==> src/hw/rtl/trce_pkg.sv <==
`timescale 1ns / 1ps

package trce_pkg;

    localparam int WORD_W     = 16;
    localparam int DATA_W     = 32;
    localparam int REG_ADDR_W = 4;
    localparam int NUM_REGS   = 16;
    localparam int IMM_W      = 8;
    localparam int OPC_W      = 4;

    localparam logic [REG_ADDR_W-1:0] PC_INDEX = 4'd15;
    localparam logic [DATA_W-1:0]     PC_STEP  = 32'd4;

    localparam logic [OPC_W-1:0] OPC_LOAD  = 4'd1;
    localparam logic [OPC_W-1:0] OPC_ADD   = 4'd2;
    localparam logic [OPC_W-1:0] OPC_SUB   = 4'd3;
    localparam logic [OPC_W-1:0] OPC_PRINT = 4'd4;

    localparam int QUEUE_DEPTH = 2;
    localparam int QUEUE_PTR_W = 1;
    localparam int QUEUE_CNT_W = 2;

    localparam int OUT_DATA_W = 72;

    typedef enum logic [2:0] {
        KIND_LOAD,
        KIND_ADD,
        KIND_SUB,
        KIND_PRINT,
        KIND_HALT
    } op_kind_t;

    typedef struct packed {
        op_kind_t                kind;
        logic [REG_ADDR_W-1:0]   ra;
        logic [REG_ADDR_W-1:0]   rb;
        logic [REG_ADDR_W-1:0]   rc;
        logic [IMM_W-1:0]        imm;
    } uop_t;

    typedef struct packed {
        logic [DATA_W-1:0] fetch_address;
        logic              print_valid;
        logic [DATA_W-1:0] print_value;
        logic              halted;
    } result_t;

endpackage

==> src/hw/rtl/trce_front.sv <==
`timescale 1ns / 1ps

module trce_front (
    input  logic [trce_pkg::WORD_W-1:0] instruction_word,
    output trce_pkg::uop_t              uop
);
    import trce_pkg::*;

    logic [OPC_W-1:0] opcode;

    assign opcode = instruction_word[15:12];

    always_comb begin
        uop.ra  = instruction_word[11:8];
        uop.rb  = instruction_word[7:4];
        uop.rc  = instruction_word[3:0];
        uop.imm = instruction_word[7:0];
        case (opcode)
            OPC_LOAD:  uop.kind = KIND_LOAD;
            OPC_ADD:   uop.kind = KIND_ADD;
            OPC_SUB:   uop.kind = KIND_SUB;
            OPC_PRINT: uop.kind = KIND_PRINT;
            default:   uop.kind = KIND_HALT;
        endcase
    end

endmodule

==> src/hw/rtl/trce_queue.sv <==
`timescale 1ns / 1ps

module trce_queue (
    input  logic           aclk,
    input  logic           aresetn,
    input  logic           in_valid,
    output logic           in_ready,
    input  trce_pkg::uop_t in_uop,
    output logic           out_valid,
    input  logic           out_ready,
    output trce_pkg::uop_t out_uop
);
    import trce_pkg::*;

    uop_t                   slot_reg [QUEUE_DEPTH];
    logic [QUEUE_PTR_W-1:0] wr_ptr_reg, wr_ptr_next;
    logic [QUEUE_PTR_W-1:0] rd_ptr_reg, rd_ptr_next;
    logic [QUEUE_CNT_W-1:0] count_reg, count_next;
    logic                   push, pop;

    assign in_ready  = (count_reg != QUEUE_CNT_W'(QUEUE_DEPTH));
    assign out_valid = (count_reg != '0);
    assign out_uop   = slot_reg[rd_ptr_reg];
    assign push      = in_valid && in_ready;
    assign pop       = out_valid && out_ready;

    always_comb begin
        wr_ptr_next = push ? wr_ptr_reg + 1'b1 : wr_ptr_reg;
        rd_ptr_next = pop ? rd_ptr_reg + 1'b1 : rd_ptr_reg;
        count_next  = count_reg;
        if (push && !pop) begin
            count_next = count_reg + 1'b1;
        end else if (pop && !push) begin
            count_next = count_reg - 1'b1;
        end
    end

    always_ff @(posedge aclk) begin
        if (!aresetn) begin
            wr_ptr_reg <= '0;
            rd_ptr_reg <= '0;
            count_reg  <= '0;
        end else begin
            wr_ptr_reg <= wr_ptr_next;
            rd_ptr_reg <= rd_ptr_next;
            count_reg  <= count_next;
        end
    end

    always_ff @(posedge aclk) begin
        if (push) begin
            slot_reg[wr_ptr_reg] <= in_uop;
        end
    end

endmodule

==> src/hw/rtl/trce_back.sv <==
`timescale 1ns / 1ps

module trce_back (
    input  logic              aclk,
    input  logic              aresetn,
    input  logic              uop_valid,
    output logic              uop_ready,
    input  trce_pkg::uop_t    uop,
    output logic              res_valid,
    input  logic              res_ready,
    output trce_pkg::result_t res
);
    import trce_pkg::*;

    // General registers; the program counter lives in its own flip-flops.
    logic [DATA_W-1:0]     rf_mem [NUM_REGS];
    logic [NUM_REGS-1:0]   rf_vld_reg, rf_vld_next;

    uop_t                  ex_uop_reg;
    logic                  ex_valid_reg, ex_valid_next;
    logic [REG_ADDR_W-1:0] ex_addr_a_reg;
    logic [DATA_W-1:0]     rd_a_reg, rd_b_reg;
    logic                  vld_a_reg, vld_b_reg;
    logic                  byp_a_reg, byp_b_reg;
    logic [DATA_W-1:0]     byp_data_reg;

    logic [DATA_W-1:0]     pc_reg, pc_next;
    logic                  halt_reg, halt_next;
    logic                  res_valid_reg, res_valid_next;
    result_t               res_reg, res_next;

    logic [REG_ADDR_W-1:0] head_addr_a;
    logic                  fire, ex_load;
    logic [DATA_W-1:0]     pc_adv, op_a, op_b;
    logic                  wr_en, mem_we;
    logic [DATA_W-1:0]     wr_data;

    assign fire      = ex_valid_reg && (!res_valid_reg || res_ready);
    assign ex_load   = !ex_valid_reg || fire;
    assign uop_ready = ex_load;
    assign res_valid = res_valid_reg;
    assign res       = res_reg;

    assign head_addr_a = (uop.kind == KIND_PRINT) ? uop.ra : uop.rb;

    // Operand select: program counter, same-edge write, stored value, or reset zero.
    assign pc_adv = pc_reg + PC_STEP;

    always_comb begin
        if (ex_addr_a_reg == PC_INDEX) begin
            op_a = pc_adv;
        end else if (byp_a_reg) begin
            op_a = byp_data_reg;
        end else if (vld_a_reg) begin
            op_a = rd_a_reg;
        end else begin
            op_a = '0;
        end
        if (ex_uop_reg.rc == PC_INDEX) begin
            op_b = pc_adv;
        end else if (byp_b_reg) begin
            op_b = byp_data_reg;
        end else if (vld_b_reg) begin
            op_b = rd_b_reg;
        end else begin
            op_b = '0;
        end
    end

    always_comb begin
        wr_en                  = 1'b0;
        wr_data                = '0;
        halt_next              = halt_reg;
        pc_next                = pc_reg;
        res_next               = res_reg;
        ex_valid_next          = ex_load ? uop_valid : ex_valid_reg;
        res_valid_next         = res_valid_reg && !res_ready;
        if (fire) begin
            res_valid_next        = 1'b1;
            res_next.print_valid  = 1'b0;
            res_next.print_value  = '0;
            if (!halt_reg) begin
                case (ex_uop_reg.kind)
                    KIND_LOAD: begin
                        wr_en   = 1'b1;
                        wr_data = {{(DATA_W-IMM_W){1'b0}}, ex_uop_reg.imm};
                    end
                    KIND_ADD: begin
                        wr_en   = 1'b1;
                        wr_data = op_a + op_b;
                    end
                    KIND_SUB: begin
                        wr_en   = 1'b1;
                        wr_data = op_a - op_b;
                    end
                    KIND_PRINT: begin
                        res_next.print_valid = 1'b1;
                        res_next.print_value = op_a;
                    end
                    default: begin
                        halt_next = 1'b1;
                    end
                endcase
                pc_next = (wr_en && ex_uop_reg.ra == PC_INDEX) ? wr_data : pc_adv;
            end
            res_next.fetch_address = pc_next;
            res_next.halted        = halt_next;
        end
    end

    assign mem_we = wr_en && (ex_uop_reg.ra != PC_INDEX);

    always_comb begin
        rf_vld_next = rf_vld_reg;
        if (mem_we) begin
            rf_vld_next[ex_uop_reg.ra] = 1'b1;
        end
    end

    always_ff @(posedge aclk) begin
        if (!aresetn) begin
            rf_vld_reg    <= '0;
            ex_valid_reg  <= 1'b0;
            pc_reg        <= '0;
            halt_reg      <= 1'b0;
            res_valid_reg <= 1'b0;
        end else begin
            rf_vld_reg    <= rf_vld_next;
            ex_valid_reg  <= ex_valid_next;
            pc_reg        <= pc_next;
            halt_reg      <= halt_next;
            res_valid_reg <= res_valid_next;
        end
    end

    always_ff @(posedge aclk) begin
        res_reg <= res_next;
        if (mem_we) begin
            rf_mem[ex_uop_reg.ra] <= wr_data;
        end
        if (ex_load) begin
            ex_uop_reg    <= uop;
            ex_addr_a_reg <= head_addr_a;
            rd_a_reg      <= rf_mem[head_addr_a];
            rd_b_reg      <= rf_mem[uop.rc];
            vld_a_reg     <= rf_vld_reg[head_addr_a];
            vld_b_reg     <= rf_vld_reg[uop.rc];
            byp_a_reg     <= mem_we && (ex_uop_reg.ra == head_addr_a);
            byp_b_reg     <= mem_we && (ex_uop_reg.ra == uop.rc);
            byp_data_reg  <= wr_data;
        end
    end

endmodule

==> src/hw/rtl/tiny_register_cpu_execute.sv <==
`timescale 1ns / 1ps

// Channel   Direction  Width  Contents
// s_axis    in         16     instruction_word
// m_axis    out        72     fetch_address, print_valid, print_value, halted
//
// One instruction per cycle when the result side keeps up; the path is
// decode, a two-entry queue, an operand read stage and an execute stage
// with a registered output. Reset clears the program counter, the halt flag
// and the valid flags of all sixteen registers.
// A stall on m_axis holds the execute stage and fills the queue before s_tready drops.

module tiny_register_cpu_execute (
    input  logic                            aclk,
    input  logic                            aresetn,
    input  logic                            s_tvalid,
    output logic                            s_tready,
    input  logic [trce_pkg::WORD_W-1:0]     s_tdata,  // [15:0] instruction_word
    output logic                            m_tvalid,
    input  logic                            m_tready,
    // [31:0] fetch_address, [32] print_valid, [64:33] print_value, [65] halted
    output logic [trce_pkg::OUT_DATA_W-1:0] m_tdata
);
    import trce_pkg::*;

    uop_t    dec_uop;
    uop_t    q_uop;
    logic    q_valid, q_ready;
    result_t res;

    trce_front u_front (
        .instruction_word (s_tdata),
        .uop              (dec_uop)
    );

    trce_queue u_queue (
        .aclk      (aclk),
        .aresetn   (aresetn),
        .in_valid  (s_tvalid),
        .in_ready  (s_tready),
        .in_uop    (dec_uop),
        .out_valid (q_valid),
        .out_ready (q_ready),
        .out_uop   (q_uop)
    );

    trce_back u_back (
        .aclk      (aclk),
        .aresetn   (aresetn),
        .uop_valid (q_valid),
        .uop_ready (q_ready),
        .uop       (q_uop),
        .res_valid (m_tvalid),
        .res_ready (m_tready),
        .res       (res)
    );

    assign m_tdata = {6'b0, res.halted, res.print_value, res.print_valid, res.fetch_address};

endmodule
==> config.mk <==
export PLATFORM = sky130hd
export DESIGN_NAME = tiny_register_cpu_execute
export DESIGN_NICKNAME = d
export VERILOG_FILES = /design/src/hw/rtl/trce_pkg.sv /design/src/hw/rtl/trce_front.sv /design/src/hw/rtl/trce_queue.sv /design/src/hw/rtl/trce_back.sv /design/src/hw/rtl/tiny_register_cpu_execute.sv
export SDC_FILE = /design/constraint.sdc
export NUM_CORES = 2
export LEC_CHECK = 0
export BUFFER_PORTS_ARGS = -buffer_cell sky130_fd_sc_hd__buf_4
export CORE_MARGIN = 3
export CORE_UTILIZATION = 25
export CTS_CLUSTER_DIAMETER = 200
export DETAILED_ROUTE_END_ITERATION = 7
export PLACE_DENSITY = 0.36
export SYNTH_ARGS = -nofsm -noshare
export SYNTH_HDL_FRONTEND = slang
export SYNTH_SLANG_ARGS = --single-unit
==> constraint.sdc <==
create_clock -name aclk -period 8.43 [get_ports aclk]
set_input_delay 0 -clock aclk [delete_from_list [all_inputs] [get_ports aclk]]
set_output_delay 0 -clock aclk [all_outputs]
set_load 0.02 [all_outputs]
# --- Word-level counts from Yosys, hierarchy flattened ---
# Memory sizes are Yosys's and may differ from the RTL's. A register that Yosys moved wholly into a read port is not among the register bits.
# Index checks and enable logic that the tools add are counted.
totals:
  regBits: 180
  ram_bits: 558
  in_bits: 20
  out_inout_bits: 74
  wordCells: 112
  n_memories: 2
mem_list:
  columns: ["memory", "depth", "word_bits", "rd", "rd_clocked_by_memory_dff", "wr", "line_no", "rtl"]
  rows:
  - ["u_back.rf_mem", 16, 32, 2, 2, 1, "trce_back.sv:16", "logic [DATA_W-1:0] rf_mem [NUM_REGS];"]
  - ["u_queue.slot_reg", 2, 23, 1, 1, 1, "trce_queue.sv:15", "uop_t slot_reg [QUEUE_DEPTH];"]
op_classes:
  addsub: 7
  n_lt_le_gt_ge: 4
  eq_ne: 15
  n_mux: 36
  bitwise: 2
  n_reduce_logical: 24
ops:
  columns: ["operator", "count"]
  rows:
  - ["32-bit 2-to-1 mux", 10]
  - ["32-bit case mux with 3 select lines", 1]
  - ["33-bit 2-to-1 mux", 1]
  - ["32-bit by 3-bit adder with 32-bit output, second input constant", 1]
  - ["32-bit adder", 1]
  - ["32-bit subtractor", 1]
  - ["1-bit 2-to-1 mux", 17]
  - ["16-bit OR", 1]
  - ["4-bit by 5-bit less-than comparator with 1-bit output, second input constant", 3]
  - ["4-bit equality test, second input constant", 3]
  - ["3-bit case mux with 4 select lines", 1]
  - ["1-bit logical AND", 11]
  - ["3-bit by 2-bit equality test with 1-bit output, second input constant", 3]
  - ["1-bit binary-select mux with 4-bit select", 2]
  - ["4-bit by 2-bit equality test with 1-bit output, second input constant", 2]
  - ["4-bit equality test", 2]
  - ["1-bit zero test", 5]
  - ["1-bit demux with 4-bit select", 1]
  - ["4-bit by 1-bit equality test with 1-bit output, second input constant", 1]
  - ["4-bit by 3-bit equality test with 1-bit output, second input constant", 1]
  - ["4-bit by 1-bit >= comparator with 1-bit output, second input constant", 1]
  - ["2-bit 2-to-1 mux", 2]
  - ["4-bit 2-to-1 mux", 1]
  - ["4-bit inequality test, second input constant", 1]
  - ["12 further kinds", 15]

# --- Depth between registers and ports, before layout ---
depth:
  depth_word: 10
  ltp_mapped: 27
  ltp_nobuf: 23

# --- By module ---
# Synthesis repeated with hierarchy kept, for this count alone.
hier_totals:
  cells_unflattened: 3184
  hier_area_um2: 39545.4
modules_own_cells:
  columns: ["mod", "instances", "cells_per_inst", "area_each_um2", "seq_area_each_um2"]
  rows:
  - ["trce_back", 1, 3055, 37403.4, 22071.2]
  - ["trce_queue", 1, 95, 1893.1, 1481.4]
  - ["trce_front", 1, 27, 200.2, 0.0]
  - ["tiny_register_cpu_execute", 1, 7, 48.8, 0.0]

# --- Worst setup path before layout ---
# No wires, ideal clock.
synth_timing:
  kind: "register to register"
  from: "reg, netlist name u_back.ex_uop_reg[3]"
  to: "reg u_back.byp_data_reg[31], data pin"
  setup_ns: 0.281
  t_arrival_ns: 6.225
  required_ns: 8.149
  path_slack_ns: 1.923
  stages_incl_launch_ff: 26
  n_path_buf: 4
  period_less_slack_ns: 6.507
  path_cell_list: "edfxtp_1 nand4_1 clkbuf_1 clkbuf_1 clkbuf_1 clkbuf_1 a21o_1 ha_1 a21boi_1 o211ai_1 nand3b_1 nor3_1 and4b_1 nand2_1 o21ai_0 xnor2_1 ha_1 a21o_1 a21o_1 a2111oi_0 nor3_1 a311o_1 a31o_2 a21oi_1 xor3_1 nor2_1"
synth_rtl:
  columns: ["element", "line_no", "rtl"]
  rows:
  - ["to (signal assigned)", "trce_back.sv:150", "byp_data_reg <= wr_data;"]
  - ["to (decl)", "trce_back.sv:25", "logic [DATA_W-1:0] byp_data_reg;"]

# --- Worst setup path after layout ---
layout_timing:
  from: "reg u_back.byp_b_reg"
  to: "mem u_back.rf_mem[7][31], data pin"
layout_via:
  elab_chain_cells: 6
  word_cells_on_any_way: 7
  classes_between: "add/sub (2); mux (5)"
layout_lines:
  columns: ["element", "line_no", "rtl"]
  rows:
  - ["from (decl)", "trce_back.sv:24", "logic byp_a_reg, byp_b_reg;"]
  - ["from (signal assigned)", "trce_back.sv:149", "byp_b_reg <= mem_we && (ex_uop_reg.ra == uop.rc);"]
  - ["32-bit 2-to-1 mux (*)", "trce_back.sv:61", "end else if (byp_b_reg) begin"]
  - ["32-bit 2-to-1 mux (*)", "trce_back.sv:59", "if (ex_uop_reg.rc == PC_INDEX) begin"]
  - ["32-bit subtractor or 32-bit adder (tied branches)", "trce_back.sv:94, trce_back.sv:90", null]
  - ["32-bit case mux with 3 select lines (*)", "trce_back.sv:83", "case (ex_uop_reg.kind)"]
  - ["32-bit 2-to-1 mux (*)", "trce_back.sv:82", "if (!halt_reg) begin"]
  - ["32-bit 2-to-1 mux (*)", "trce_back.sv:78", "if (fire) begin"]
  - ["named net u_back.wr_data[31]", "trce_back.sv:36", "logic [DATA_W-1:0] wr_data;"]
  - ["to (decl)", "trce_back.sv:16", null]
# Mark *: on every way through the listed nets, which the timed path passes. The rest lies on a longest branch.

==> out/results.tsv <==
metric	value	unit
total die area	161000	um^2
post-synth top area share	56.0	%
row cnt	144	
I/O pin count	94	
Mapped Cells	3265	
initial DRC count	1933	
register area share after synthesis	58.8	%
CTS Root Cell	clkbuf_16	
final core utilization	29.5	%
CTS tree	built	
final-report setup violation count	0	
Total Wirelength	138	mm
Top FF cell, synth	edfxtp_1	
Max-slew headroom	18.6	%
Final Cycle Share	82.0	%
Via density	4.99	
GR Overflow Total	0	
synthesized area per cell	11.9	um^2
clock latency on the worst-skew pair	0.70	ns
CTS resizes	0	
RSZ-0062 raised after global routing	no	
Reg clk slew, reported paths	0.06	ns
post-route ant nets	0	
WP data arrival	7.41	ns
DR WL/cell	25.3	um
Synth area leader	edfxtp_1	
Nets	3405	
Die Y	401	um
max-slew violations	0	
Clock Tree Buf Depth	3	
Final Hold Viols	0	
Global Route Usage Sum	16.9	%
outcome	complete, no violations	
crit path launch	u_back.byp_b_reg	
initial antenna violation count	4	
Core Box Area	155000	um^2
FMAX	145	MHz
Placer Congestion	0.943	
HP Class	in -> reg	
Reg2Reg Setup Slack	1.52	ns
fraction of layout cells with a size suffix above 1	15.9	%
CP required	8.93	ns
worst vdd ir	0.161	mV
Area Overhead vs Synth	16.9	%
Period minus WS final	6.91	ns
Synth cell types	83	
logic depth of the worst path, buffers included	24	
RR Startpoint	u_back.byp_b_reg	
Detail Placement HPWL	83.5	mm
critical path class	reg -> reg	
initial core utilization	25.2	%
synthesized cell area	39000	um^2
Final Cell Area	45600	um^2
Post-synth ARST share	0	%
R2R cell count	24	
Yosys warning count	0	
#FFs+latches synth	783	
Worst Hold Launch	s_tdata[15]	
power density cells	343	nW/um^2
Worst path max stage delay	0.48	ns
largest net degree at the start of global routing	135	
Lkg Pwr	0.0160	uW
fin worst setup slack	1.52	ns
hold slack final	0.186	ns
clk_skew	0.0346	ns
total of max-cap violations	0	
Die X	401	um
hold_buf cts	35	
pre-CTS setup slack	1.69	ns
Setup crit start kind	register	
CP delay by family, top	compound AO/OA/AOI/OAI gates	
H-tree depth	3	
crit path to	u_back.rf_mem[7][31]	
vias in the first global route	27166	
TritonCTS buffer count	92	
top cells by area, synth	edfxtp_1 (56%), mux4_2 (7.6%), nand2_1 (5.9%)	
number of port buffers	87	
Critical Path Fanout Max	47	
buffer and inverter count on the worst path	2	
R2R Path End	u_back.rf_mem[7][31]	
Worst setup EP type	register	
CP cell instances	buf_4, nor2b_4, a22o_1, mux2i_1, ha_1, a21boi_1, o211ai_1, nand3b_1, nor3_1, and4b_1, nand2_1, o21ai_0, xnor2_1, ha_1, a21o_1, a21o_1, a2111oi_0, nor3_1, a311o_1, a31o_2, a21oi_1, xor3_1, nor2_1, buf_4	
DRC viols	0	
first-pass GRT wire length	201	mm
1st-pass router iterations	5	
dpl cell area	42300	um^2
slowest cell on the critical path	xor3_1	
# Post-CTS Setup Buffers	0	
total number of vias	27316	
worst-margin pin slew	1.22	ns
flip-flop count of the largest register after layout	512	
final setup TNS	0	ns
Post-synth EDFFs	727	
clk sinks	783	
==> final cells by class <==
cell class	count	area (um^2)
flip-flops and latches	783	23000
inverters	29	120
repair buffers	203	1690
fillers	15703	109000
diodes	1	2.50
well taps	2044	2560
clock buffers	121	2440
clock inverters	51	497
multi-input cells	2241	15300
==> worst register-to-register path, delay by kind of cell, from the launching register on <==
kind | cells | cell delay, ns
AND/OR/NAND/NOR | 7 | 1.66
adder cells (fa/ha/maj) | 2 | 0.58
XOR/XNOR | 2 | 0.59
buffers and inverters | 2 | 0.66
multiplexers | 1 | 0.20
AO/OA/AOI/OAI | 10 | 2.70
flip-flops | 1 | 0.32
==> worst min path at each step <==
| stage | endpoint | slack (ns) | cells past startpoint |
|---|---|---|---|
| global placement | u_queue.slot_reg[0][10] | 0.19 | 1 |
| floorplan | u_queue.slot_reg[0][10] | 0.1 | 0 |
| CTS | u_queue.slot_reg[0][21] | 0.09 | 3 |
| detailed placement | u_queue.slot_reg[0][10] | 0.19 | 1 |
| finish | u_queue.slot_reg[0][21] | 0.19 | 3 |
| global route | u_queue.slot_reg[1][21] | 0.16 | 3 |
==> report_power, final <==
part | switching [uW] | leakage, uW | internal (uW) | total [uW]
registers | 360 | 0.00802 | 4760 | 5120
clock network | 1670 | 0.00143 | 2260 | 3940
logic | 4280 | 0.00657 | 2280 | 6570
==> cells in the mapped netlist (all sizes together) (11+ instances only) <==
cell type  number
a31oi          48
mux4          132
ha             34
buf            58
a211oi         42
mux2i          48
a221o          17
nand3         292
inv            27
a311oi         67
o21a           28
nand2         612
nor2          156
xnor2          47
a221oi         36
o21ai          94
o31ai          13
nor3b          11
clkbuf        191
dfxtp          56
nor3           34
a21o           12
a21oi         108
mux2           31
edfxtp        727
and3           40
and2           40
nor2b          45
nand4          23
nand2b         14
or3            11
xor2           40
==> cells in the final DEF (no fill, tap or decap), types with 10 or more instances in the layout <==
cell / count
nor2b_1: 43
mux2i_1: 43
o21ai_0: 94
a31oi_1: 48
nand2_1: 610
clkbuf_1: 27
xor2_1: 40
nor2_1: 138
clkbuf_16: 93
and3_1: 39
and2_1: 40
inv_1: 24
mux2_2: 28
nand2b_1: 14
a221o_1: 17
a21o_1: 12
conb_1: 38
o21a_1: 28
a311oi_1: 67
a221oi_1: 36
o22ai_1: 10
dfxtp_1: 56
nand4_1: 23
nand3_1: 290
clkinv_2: 20
a211oi_1: 41
mux4_2: 132
nor3_1: 25
o31ai_1: 12
dlygate4sd3_1: 35
nor3b_1: 10
a21oi_1: 108
nor2_4: 11
clkinv_1: 16
buf_4: 162
ha_1: 34
xnor2_1: 47
edfxtp_1: 727
==> stage by stage <==
stage	power, uW	std cells
final	15600	5473
after floorplan	9360	3302
after global routing	16500	5472
after global placement	11800	5265
after CTS	15800	5472
after detailed placement	11800	5265
==> layer usage <==
metal / up-vias / part of all wire [%] / track usage (%)
li1: 12526 / - / -
met2: 681 / 46 / 27.1
met4: 0 / 1.9 / 4.15
met1: 13961 / 48 / 24.4
met3: 148 / 4.0 / 1.80
met5: - / 0 / 0
==> cells by family (layout without fill, tap and decap cells) <==
group / Yosys count / in the layout / share of synthesized area [%]
buf+inv: 278 / 404 / 2.86
flops: 783 / 783 / 58.8
simple gates: 1318 / 1318 / 15.5
fa+ha+maj: 35 / 35 / 1.14
other cells: 1 / 39 / 0.00961
compound gates: 551 / 551 / 9.86
xor+xnor: 88 / 88 / 2.01
mux: 211 / 211 / 9.75
No activity file was read; power rests on OpenSTA's default activity.
